--- src/sinetq_pkg.sv ---
// types and constants for the quadrant-reduced taylor sine
// no dependencies
package sinetq_pkg;

  localparam logic [57:0] PI_Q56      = 58'h3243F6A8885A309;
  localparam logic [58:0] TWO_PI_Q56  = {PI_Q56, 1'b0};
  localparam logic [57:0] HALF_PI_Q56 = PI_Q56 >> 1;
  localparam logic [11:0] RECIP_2PI   = 12'd1304;
  localparam int          RECIP_SHIFT = 37;
  localparam int          DIV_SHIFT   = 35;
  localparam int          QDEPTH      = 4;
  localparam int          QAW         = $clog2(QDEPTH);

  typedef struct packed {
    logic        neg;
    logic [31:0] x;
  } red_t;

  typedef struct packed {
    logic               neg;
    logic [31:0]        x;
    logic [34:0]        term;
    logic [34:0]        n;
    logic signed [35:0] sum;
  } ser_t;

  typedef struct packed {
    logic full;
    logic empty;
  } qstat_t;

  function automatic int term_div(input int j);
    return (2 * j) * (2 * j + 1);
  endfunction

endpackage

--- src/sinetq_fifo.sv ---
// short queue between the reduction front end and the series back end
// depends on sinetq_pkg
module sinetq_fifo import sinetq_pkg::*; (
  input  logic   clk,
  input  logic   rst,
  input  logic   push,
  input  red_t   push_item,
  input  logic   pop,
  output red_t   head,
  output qstat_t stat
);

  red_t           mem [QDEPTH];
  logic [QAW-1:0] wp, rp;
  logic [QAW:0]   cnt;

  assign stat.full  = (cnt == (QAW+1)'(QDEPTH));
  assign stat.empty = (cnt == '0);
  assign head       = mem[rp];

  always_ff @(posedge clk) begin
    if (rst) begin
      wp  <= '0;
      rp  <= '0;
      cnt <= '0;
    end else begin
      if (push) begin
        wp <= wp + 1'b1;
      end
      if (pop) begin
        rp <= rp + 1'b1;
      end
      cnt <= cnt + (QAW+1)'(push) - (QAW+1)'(pop);
    end
  end

  always_ff @(posedge clk) begin
    if (push) begin
      mem[wp] <= push_item;
    end
  end

endmodule

--- config.mk ---
export PLATFORM = sky130hd
export DESIGN_NAME = sinetq_fifo
export DESIGN_NICKNAME = d
export VERILOG_FILES = /design/src/sinetq_pkg.sv /design/src/sinetq_fifo.sv
export SDC_FILE = /design/constraint.sdc
export NUM_CORES = 1
export LEC_CHECK = 0
export ABC_CLOCK_PERIOD_IN_PS = 5560
export BUFFER_PORTS_ARGS = -buffer_cell sky130_fd_sc_hd__buf_2
export CAP_MARGIN = 20
export CORE_MARGIN = 2
export CORE_UTILIZATION = 60
export DETAILED_ROUTE_END_ITERATION = 8
export PLACE_DENSITY = 0.92
export SYNTH_ARGS = -nofsm -noshare
export SYNTH_HDL_FRONTEND = slang
export SYNTH_SLANG_ARGS = --single-unit
--- constraint.sdc ---
create_clock -name clk -period 5.56 [get_ports clk]
set_input_delay 0.556 -clock clk [delete_from_list [all_inputs] [get_ports clk]]
set_output_delay 0.556 -clock clk [all_outputs]
set_load 0.02 [all_outputs]
==> run metrics <==
status completed; Crit path max-delay family flip-flops; CP Data Required Time 5.00 ns; Avg Inst Size Synth 24.41 um^2; CTS Buffer Depth 2; FF-to-FF setup slack 3.82 ns; CP max stage delay 0.69 ns; number of remaining DRC errors 0; largest net degree at the start of global routing 34; Worst EP arrival 2.46 ns; Worst Path Buf+Inv 2; clock-pin slew on the worst setup and hold paths 0.06 ns; sum of negative setup slack 0 ns; ratio of cells with drive above 1 in the final layout 44.37%; Die ar. 9510 um^2; Port Buffer Count 71; CP max-delay cell dfxtp_2; hold_buf cts 0; number of synthesized flops with an enable pin 132; Hold WS 0.2484 ns; Worst Skew 0.006999 ns; CTS tree done; post-synthesis cell area 5248 um^2; RR Endpoint cnt[2]$_SDFF_PP0_; Avg WL per Cell 21.97 um; RSZ-0062 raised after global routing false; crit path kind flop to primary output; post-CTS setup buffers 0; Resized Gates After CTS 0; worst slew pin tran 0.8956 ns; worst skew pair latency 0.52 ns; drt pass-1 iters 4; Leak 0.002148 uW; die height 97.52 um; post-synthesis cell count 215; root buf cell clkbuf_8; WL final 9205 um; power after layout 2512 uW; first-pass GRT wire length 14150 um; critical path peak fanout 18; initial antenna violation count 1; predominant post-synthesis flop cell edfxtp_1; Critical Path Sink Type primary output; worst hold path type primary input to flop; Die X 97.52 um; Pins Over Slew Limit 0; Final GP Congestion 0.6503; r2r startpoint cnt[0]$_SDFF_PP0_; vias per cell 5.814; Max IR drop VDD 0.0002569 V; Rows 34; clk sinks 141; Vias 2436; Starting Density 61.07%; Power Density 405.1 nW/um^2; Synth async-reset ratio 0%; Detailed Route Iter0 Violations 160; htree depth 4; Antenna Cells 0; instance count on the critical path 3; Distinct cells, synth 22; antenna viol nets, final 0; critical path launch point type flop; Yosys Warn Count 0; Peak Freq 331.9 MHz; Worst Reg-to-Reg Cells 7; Layout area overhead 18.17%; Hold Fails Final Rpt 0; Global Route Usage Sum 20.80%; Syn Nets 259; flops & latches, synth 141; DP Wirelength 5326 um; post-synthesis sequential area ratio 78.97%; fin crit share 54.19%; CP cell instances buf_4 -> mux4_1 -> buf_2; nets@finish 342; vias in the first global route 2624; total grt overflow 0; total CTS buffers 17; Worst Setup EP head[29]; max cap viols 0; post-layout util 72.16%; core area 8593 um^2; Slew Limit Headroom 40.29%; crit path time final 3.013 ns; # IOs 72; final setup vio count 0
layout by cell type (no fill, tap or decap):
| cell type | count |
|---|---|
| edfxtp_1 | 132 |
| buf_2 | 71 |
| mux4_2 | 30 |
| clkbuf_16 | 16 |
| dfxtp_1 | 7 |
| inv_1 | 6 |
| ha_1 | 6 |
| nor2_1 | 5 |
| clkinvlp_4 | 5 |
| and2_2 | 4 |
| mux4_1 | 3 |
| clkinv_4 | 3 |
| clkinv_1 | 3 |
| nor2b_1 | 2 |
| xnor2_1 | 2 |
| dfxtp_2 | 2 |
| clkinv_2 | 2 |
| nor3_1 | 1 |
| and3_1 | 1 |
| a21bo_2 | 1 |
| nand3b_1 | 1 |
| a21oi_1 | 1 |
| mux2i_1 | 1 |
| xor3_1 | 1 |
| fa_1 | 1 |
| clkbuf_8 | 1 |
| bufinv_16 | 1 |
| inv_6 | 1 |
| buf_4 | 1 |
power breakdown:
group	internal (uW)	switching (uW)	total [uW]
registers	1220	31.5	1250
logic	113	140	253
clock network	588	419	1010
total	1920	590	2510
layout make-up:
class | count | area (um^2)
repair buffers | 72 | 362.8
flip-flops and latches | 141 | 4146
fillers | 499 | 2392
clock inverters | 15 | 123.9
clock buffers | 17 | 414.1
multi-input cells | 60 | 996.0
well taps | 108 | 135.1
inverters | 6 | 22.52
cell usage after synthesis, types with 2 or more instances:
cell,instances,area (um^2)
ha_1,6,75.07
buf_12,3,60.06
mux4_2,30,675.7
nor2b_1,2,12.51
buf_2,3,15.01
nor2_1,5,18.77
edfxtp_1,132,3964
xnor2_1,2,17.52
dfxtp_1,9,180.2
and2_1,4,25.02
mux4_1,3,78.83
inv_1,6,22.52
worst register-to-register path: stages, from the launching register on:
cell and delay, ns:
dfxtp_1 0.33, inv_1 0.05, ha_1 0.26, inv_1 0.04
ha_1 0.19, fa_1 0.36, xor3_1 0.37, nor2_1 0.04
metrics by stage:
step | cell area [um^2] | setup slack, ns | cells
after floorplan | 5248 | 3.690 | 215
after global placement | 5663 | 3.050 | 387
after detailed placement | 5663 | 2.999 | 387
after CTS | 6201 | 2.454 | 419
after global routing | 6201 | 2.361 | 419
final | 6201 | 2.547 | 419
cell families after synthesis:
group | synth area share, %
simple gates | 1.431
flops | 78.97
mux | 14.57
fa+ha+maj | 1.812
compound gates | 0.2860
xor+xnor | 0.7868
buf+inv | 2.146
worst min path at each step:
stage,from,to,slack (ns),cells past startpoint
after CTS,push_item[8],mem[0][8]$_DFFE_PP_,0.23,1
final,push_item[2],mem[1][2]$_DFFE_PP_,0.25,1
after detailed placement,rp[1]$_SDFFE_PP0P_,flop,0.53,2
after global placement,rp[1]$_SDFFE_PP0P_,flop,0.51,2
after floorplan,rp[1]$_SDFFE_PP0P_,flop,0.49,2
after global routing,push_item[16],mem[3][16]$_DFFE_PP_,0.23,1
sequential cells by signal, indices dropped and copies added, names as in the netlist, named ones only:
name  flops
rp        2
cnt       3
mem     132
wp        2
metal layers:
metal	part of all wire [%]	track usage [%]	wire, um
met5	0.18	0	17
met3	7.3	9.568	670
met1	38	24.18	3536
met2	52	33.85	4743
met4	2.6	8.440	236
(Power assumes the default switching activity.)
