===== config.mk =====
export PLATFORM = sky130hd
export DESIGN_NAME = sinetq_front_flat
export DESIGN_NICKNAME = d
export VERILOG_FILES = /design/src/sinetq_pkg.sv /design/src/sinetq_ifs.sv /design/src/sinetq_front.sv /design/src/flat_wrapper.sv
export SDC_FILE = /design/constraint.sdc
export NUM_CORES = 2
export LEC_CHECK = 0
export BUFFER_PORTS_ARGS = -buffer_cell sky130_fd_sc_hd__clkbuf_2
export CAP_MARGIN = 10
export CELL_PAD_IN_SITES_DETAIL_PLACEMENT = 1
export CELL_PAD_IN_SITES_GLOBAL_PLACEMENT = 1
export CORE_MARGIN = 1
export CORE_UTILIZATION = 35
export DETAILED_ROUTE_END_ITERATION = 8
export HOLD_SLACK_MARGIN = 0.05
export PLACE_DENSITY = 0.56
export SLEW_MARGIN = 10
export SYNTH_ARGS = -nofsm -noshare
export SYNTH_HDL_FRONTEND = slang
export SYNTH_SLANG_ARGS = --single-unit

===== constraint.sdc =====
create_clock -name clk -period 31.4 [get_ports clk]
set_input_delay 4.71 -clock clk [delete_from_list [all_inputs] [get_ports clk]]
set_output_delay 4.71 -clock clk [all_outputs]
set_load 0.03 [all_outputs]

===== src/sinetq_pkg.sv =====
// types and constants for the quadrant-reduced taylor sine
// no dependencies
package sinetq_pkg;

  localparam logic [57:0] PI_Q56      = 58'h3243F6A8885A309;
  localparam logic [58:0] TWO_PI_Q56  = {PI_Q56, 1'b0};
  localparam logic [57:0] HALF_PI_Q56 = PI_Q56 >> 1;
  localparam logic [11:0] RECIP_2PI   = 12'd1304;
  localparam int          RECIP_SHIFT = 37;
  localparam int          DIV_SHIFT   = 35;
  localparam int          QDEPTH      = 4;
  localparam int          QAW         = $clog2(QDEPTH);

  typedef struct packed {
    logic        neg;
    logic [31:0] x;
  } red_t;

  typedef struct packed {
    logic               neg;
    logic [31:0]        x;
    logic [34:0]        term;
    logic [34:0]        n;
    logic signed [35:0] sum;
  } ser_t;

  typedef struct packed {
    logic full;
    logic empty;
  } qstat_t;

  function automatic int term_div(input int j);
    return (2 * j) * (2 * j + 1);
  endfunction

endpackage


===== src/sinetq_ifs.sv =====
// stream interfaces for angle input and sine output
// no dependencies
interface angle_if;
  logic        valid;
  logic        ready;
  logic [31:0] angle;
  modport source (output valid, output angle, input ready);
  modport sink (input valid, input angle, output ready);
endinterface



===== src/sinetq_front.sv =====
// front end: modulo two pi reduction, quadrant fold and mirror to q1.31
// depends on sinetq_pkg and sinetq_ifs
module sinetq_front import sinetq_pkg::*; (
  input  logic    clk,
  input  logic    rst,
  angle_if.sink   angle_in,
  input  logic    q_full,
  output logic    push,
  output red_t    push_item
);

  logic               en;
  logic [7:1]         v;
  logic signed [31:0] a1, a2;
  logic signed [6:0]  k1;
  logic signed [65:0] prod2;
  logic signed [60:0] r3, r4;
  logic [58:0]        r5;
  logic [57:0]        r6;
  logic               neg6, neg7;
  logic [31:0]        x7;

  logic signed [43:0] kp;
  logic signed [65:0] r0w;
  logic signed [60:0] tp;
  logic [58:0]        rnd;
  logic [57:0]        mir;

  assign en             = !(v[7] && q_full);
  assign angle_in.ready = en;
  assign push           = v[7] && !q_full;
  assign push_item      = '{neg: neg7, x: x7};
  assign tp             = $signed({2'b00, TWO_PI_Q56});

  assign kp  = $signed({{12{angle_in.angle[31]}}, angle_in.angle}) *
               $signed({32'd0, RECIP_2PI});
  assign r0w = $signed({{2{a2[31]}}, a2, 32'd0}) - prod2;
  assign mir = (r6 >= HALF_PI_Q56) ? (PI_Q56 - r6) : r6;
  assign rnd = {1'b0, mir} + 59'd16777216;

  always_ff @(posedge clk) begin
    if (rst) begin
      v <= '0;
    end else if (en) begin
      v <= {v[6:1], angle_in.valid};
    end
  end

  always_ff @(posedge clk) begin
    if (en) begin
      a1    <= angle_in.angle;
      k1    <= kp[RECIP_SHIFT+6:RECIP_SHIFT];
      a2    <= a1;
      prod2 <= $signed({{59{k1[6]}}, k1}) * $signed({7'd0, TWO_PI_Q56});
      r3    <= r0w[60:0];
      if (r3 < 0) begin
        r4 <= r3 + tp;
      end else if (r3 >= tp) begin
        r4 <= r3 - tp;
      end else begin
        r4 <= r3;
      end
      if (r4 < 0) begin
        r5 <= 59'(r4 + tp);
      end else if (r4 >= tp) begin
        r5 <= 59'(r4 - tp);
      end else begin
        r5 <= r4[58:0];
      end
      if (r5 >= {1'b0, PI_Q56}) begin
        r6   <= 58'(r5 - {1'b0, PI_Q56});
        neg6 <= 1'b1;
      end else begin
        r6   <= r5[57:0];
        neg6 <= 1'b0;
      end
      x7   <= rnd[56:25];
      neg7 <= neg6;
    end
  end

endmodule


===== src/flat_wrapper.sv =====
// flat-port wrapper written by rule: the top's interface ports become plain ports
module sinetq_front_flat import sinetq_pkg::*;
  (clk, rst, q_full, push, push_item, angle_in_valid, angle_in_angle, angle_in_ready);
  angle_if angle_in_i ();
  input  logic clk;
  input  logic rst;
  input  logic q_full;
  output logic push;
  output red_t push_item;
  input wire logic [$bits(angle_in_i.valid)-1:0] angle_in_valid;
  input wire logic [$bits(angle_in_i.angle)-1:0] angle_in_angle;
  output wire logic [$bits(angle_in_i.ready)-1:0] angle_in_ready;
  assign angle_in_i.valid = angle_in_valid;
  assign angle_in_i.angle = angle_in_angle;
  assign angle_in_ready = angle_in_i.ready;
  sinetq_front u_core (.clk(clk), .rst(rst), .angle_in(angle_in_i), .q_full(q_full), .push(push), .push_item(push_item));
endmodule

==> flow_metrics.py <==
metrics = {
    "detailed_routing": {
        "drc": 0,
        "vias_per_cell": 5.362,
        "vias": 24170,
        "drt_wl_total_um": 86410,
        "drt_iter0_drc": 1113,
        "routedWlPerCell_um": 19.17,
        "dr.pass1.iters": 7,
        "antenna_left": 0,
    },
    "timing": {
        "rsz0062_at_grt": "false",
        "drv_slew": 0,
        "max_freq_mhz": 99.72,
        "min_period_ns": 10.03,
        "hold_viol": 0,
        "tightest_slew_ns": 1.163,
        "setup_violations": 0,
        "relSlewSlack": 0.2218,
        "tns_ns": 0,
        "fin_skew_ns": 0.04073,
        "fin_crit_sh": 0.3194,
    },
    "floorplanning": {
        "core-area_um2": 91660,
        "die_area_um2": 93780,
        "dieWidth_um": 306.2,
        "rows": 111,
        "die_h_um": 306.2,
        "io_pins": 71,
        "start_util": 0.3534,
    },
    "clock_network": {
        "clk_path_buf_depth": 3,
        "cts.sinks": 401,
        "root_buffer": "clkbuf_16",
        "clk_pin_slew_ns": 0.05,
        "cts_buffers": 50,
        "cts_resized": 0,
        "clk_latency_ns": 0.60,
        "h-tree-depth": 2,
        "postCtsSetupBuffers": 0,
        "cts_tree": "done",
        "postCtsHoldBufs": 0,
    },
    "global_route": {
        "grt_start_max_net_pins": 179,
        "grt_pass1_vias": 26170,
        "grt_pass1_wl_um": 140400,
        "overflow": 0,
        "grt_usage": 0.1846,
        "antenna_found_initial": 0,
    },
    "finish": {
        "finalNonFillerCells": 4508,
        "layout.nets": 3739,
        "syn_to_final_growth_pct": 9.980,
        "final_util": 0.3887,
        "drive_gt1_frac": 0.06833,
        "design_area_um2": 35630,
        "diodes": 0,
    },
    "synthesis": {
        "syn_area_per_cell_um2": 9.947,
        "synthesis.area_um2": 32400,
        "synth-seq-cells": 401,
        "yosys.cell_types.count": 97,
        "yosysSeqAreaShare": 0.3695,
        "syn_nets": 3713,
        "syn-instance-count": 3257,
        "async_reset_ff_frac": 0,
        "ys_warn_count": 0,
        "synthFlopType": "edfxtp_1",
        "synth-edff-count": 394,
    },
    "setup_path": {
        "cp-end-kind": "output pin",
        "crit_arrival_ns": 5.32,
        "criticalPathCategory": "in2out",
        "path_max_fanout": 9,
        "cp-start-kind": "primary input",
        "required_ns": 26.69,
    },
    "placement": {
        "post-place-cells": 4417,
        "placed_area_um2": 33940,
        "hpwl_um": 69420,
        "place.gp.congestion": 0.8467,
        "io_buffers": 70,
    },
    "min_path": {
        "hp-class": "reg2reg",
    },
    "outcome": {
        "run_status": "complete, no violations",
    },
    "run": {
        "cap_viol_max_count": 0,
    },
}
## sequential cells by signal, summed over array words and instances (netlist names), 7 cells and up
| signal | flops |
|---|---|
| u_core.prod2 | 60 |
| u_core.r3 | 60 |
| u_core.r4 | 60 |
| u_core.r5 | 58 |
| u_core.r6 | 57 |
| u_core.x7 | 32 |
| u_core.a1 | 29 |
| u_core.a2 | 29 |
| u_core.k1 | 7 |
| u_core.v | 7 |
## Yosys cell counts, types with 8 or more instances
master     instances  share of area
nor3_1            68          0.011
a211oi_1          26         0.0060
edfxtp_1         394           0.37
fa_1             100          0.062
a21boi_0          14         0.0032
o22ai_1           21         0.0041
a21oi_1          174          0.027
or2_2             17         0.0033
o21bai_1          20         0.0046
buf_2              8         0.0012
o31a_1            10         0.0027
nand4b_1          10         0.0027
a31oi_1           45         0.0087
o211ai_1          19         0.0044
nand2b_1          29         0.0056
mux2i_1            8         0.0025
a31o_2             9         0.0024
nor2_1           203          0.024
xor2_1           149          0.040
nand3_1           98          0.015
o32ai_1           11         0.0030
o2111ai_1         12         0.0032
and3_1            32         0.0062
inv_1            283          0.033
a2111oi_0          8         0.0022
o21ai_0          150          0.023
nor3b_1            8         0.0019
nand4_1           44         0.0085
nor4_1            34         0.0066
and2_1            32         0.0062
a22oi_1           10         0.0023
and4_1            11         0.0030
nor2b_1           25         0.0048
clkbuf_1         100          0.012
o21a_1            27         0.0063
xnor2_1          200          0.054
a311oi_1           8         0.0022
or3_1             39         0.0075
a21o_1            70          0.016
a211o_1           12         0.0032
ha_1             320           0.12
nand2_1          230          0.027
o31ai_1           20         0.0046
or4_1             22         0.0051
## layer usage
metal  global-route usage  wire length, µm  vias to the layer above
li1                     -                -                    11930
met1               0.2086            36100                    11830
met2               0.3569            45800                      273
met3              0.01963             1829                      143
met4              0.06081             2678                        0
met5                    0                0                        -
## through the flow
stage | hold WS (ns) | worst slack (ns)
4_1_cts | 0.4196 | 21.36
3_5_place_dp | 0.4056 | 21.36
6_report | 0.4180 | 21.37
2_1_floorplan | 0.4003 | 13.33
5_1_grt | 0.4225 | 21.32
3_3_place_gp | 0.4056 | 21.38
## cell type report
type                            count  area (µm²)
Clock buffer                       60        1404
Clock inverter                     31       289.0
Fill cell                       10330       56030
Inverter                          285        1070
Multi-Input combinational cell   2454       18890
Sequential cell                   401       11970
Tap cell                         1186        1484
Timing Repair Buffer               91       520.5
## worst max-delay path: stages
cell	delay, ns
clkbuf_2	0.18
nand2_4	0.12
clkbuf_2	0.31
## path summary, 6_finish.rpt
check	startpoint	endpoint	cells past startpoint	slack, ns
worst max-delay path	q_full	angle_in_ready	3	21.37
worst min-delay path	u_core.a1[13]	u_core.a2[13]	0	0.42
worst max register to register	u_core.k1[2]	u_core.prod2[58]	17	25.19
worst min register to register	u_core.a1[13]	u_core.a2[13]	0	0.42
## cell families (layout without fill, tap and decap cells)
logic type                 count (synthesis)  count (layout)  synth area share
DFF                                      401             401            0.3695
muxes                                      9               9          0.002819
buffers and inverters                    402             467           0.04758
and+or+nand+nor                          933             933            0.1470
AOI/OAI and AO/OA                        743             743            0.1533
adders and majority gates                420             420            0.1854
xor gates and xnor gates                 349             349           0.09435
## placed cells by master (no fill, tap or decap), types with 54 or more instances in the layout
cell,n
edfxtp_1,394
xnor2_1,200
nor2_1,203
nand2_1,229
nand3_1,98
clkbuf_2,70
o21ai_0,150
inv_1,283
xor2_1,149
clkbuf_16,54
fa_1,100
ha_1,320
nor3_1,68
a21oi_1,174
a21o_1,70
Power is not shown: default switching activity piles up to over one toggle a cycle in this logic, so the estimate is an artifact.
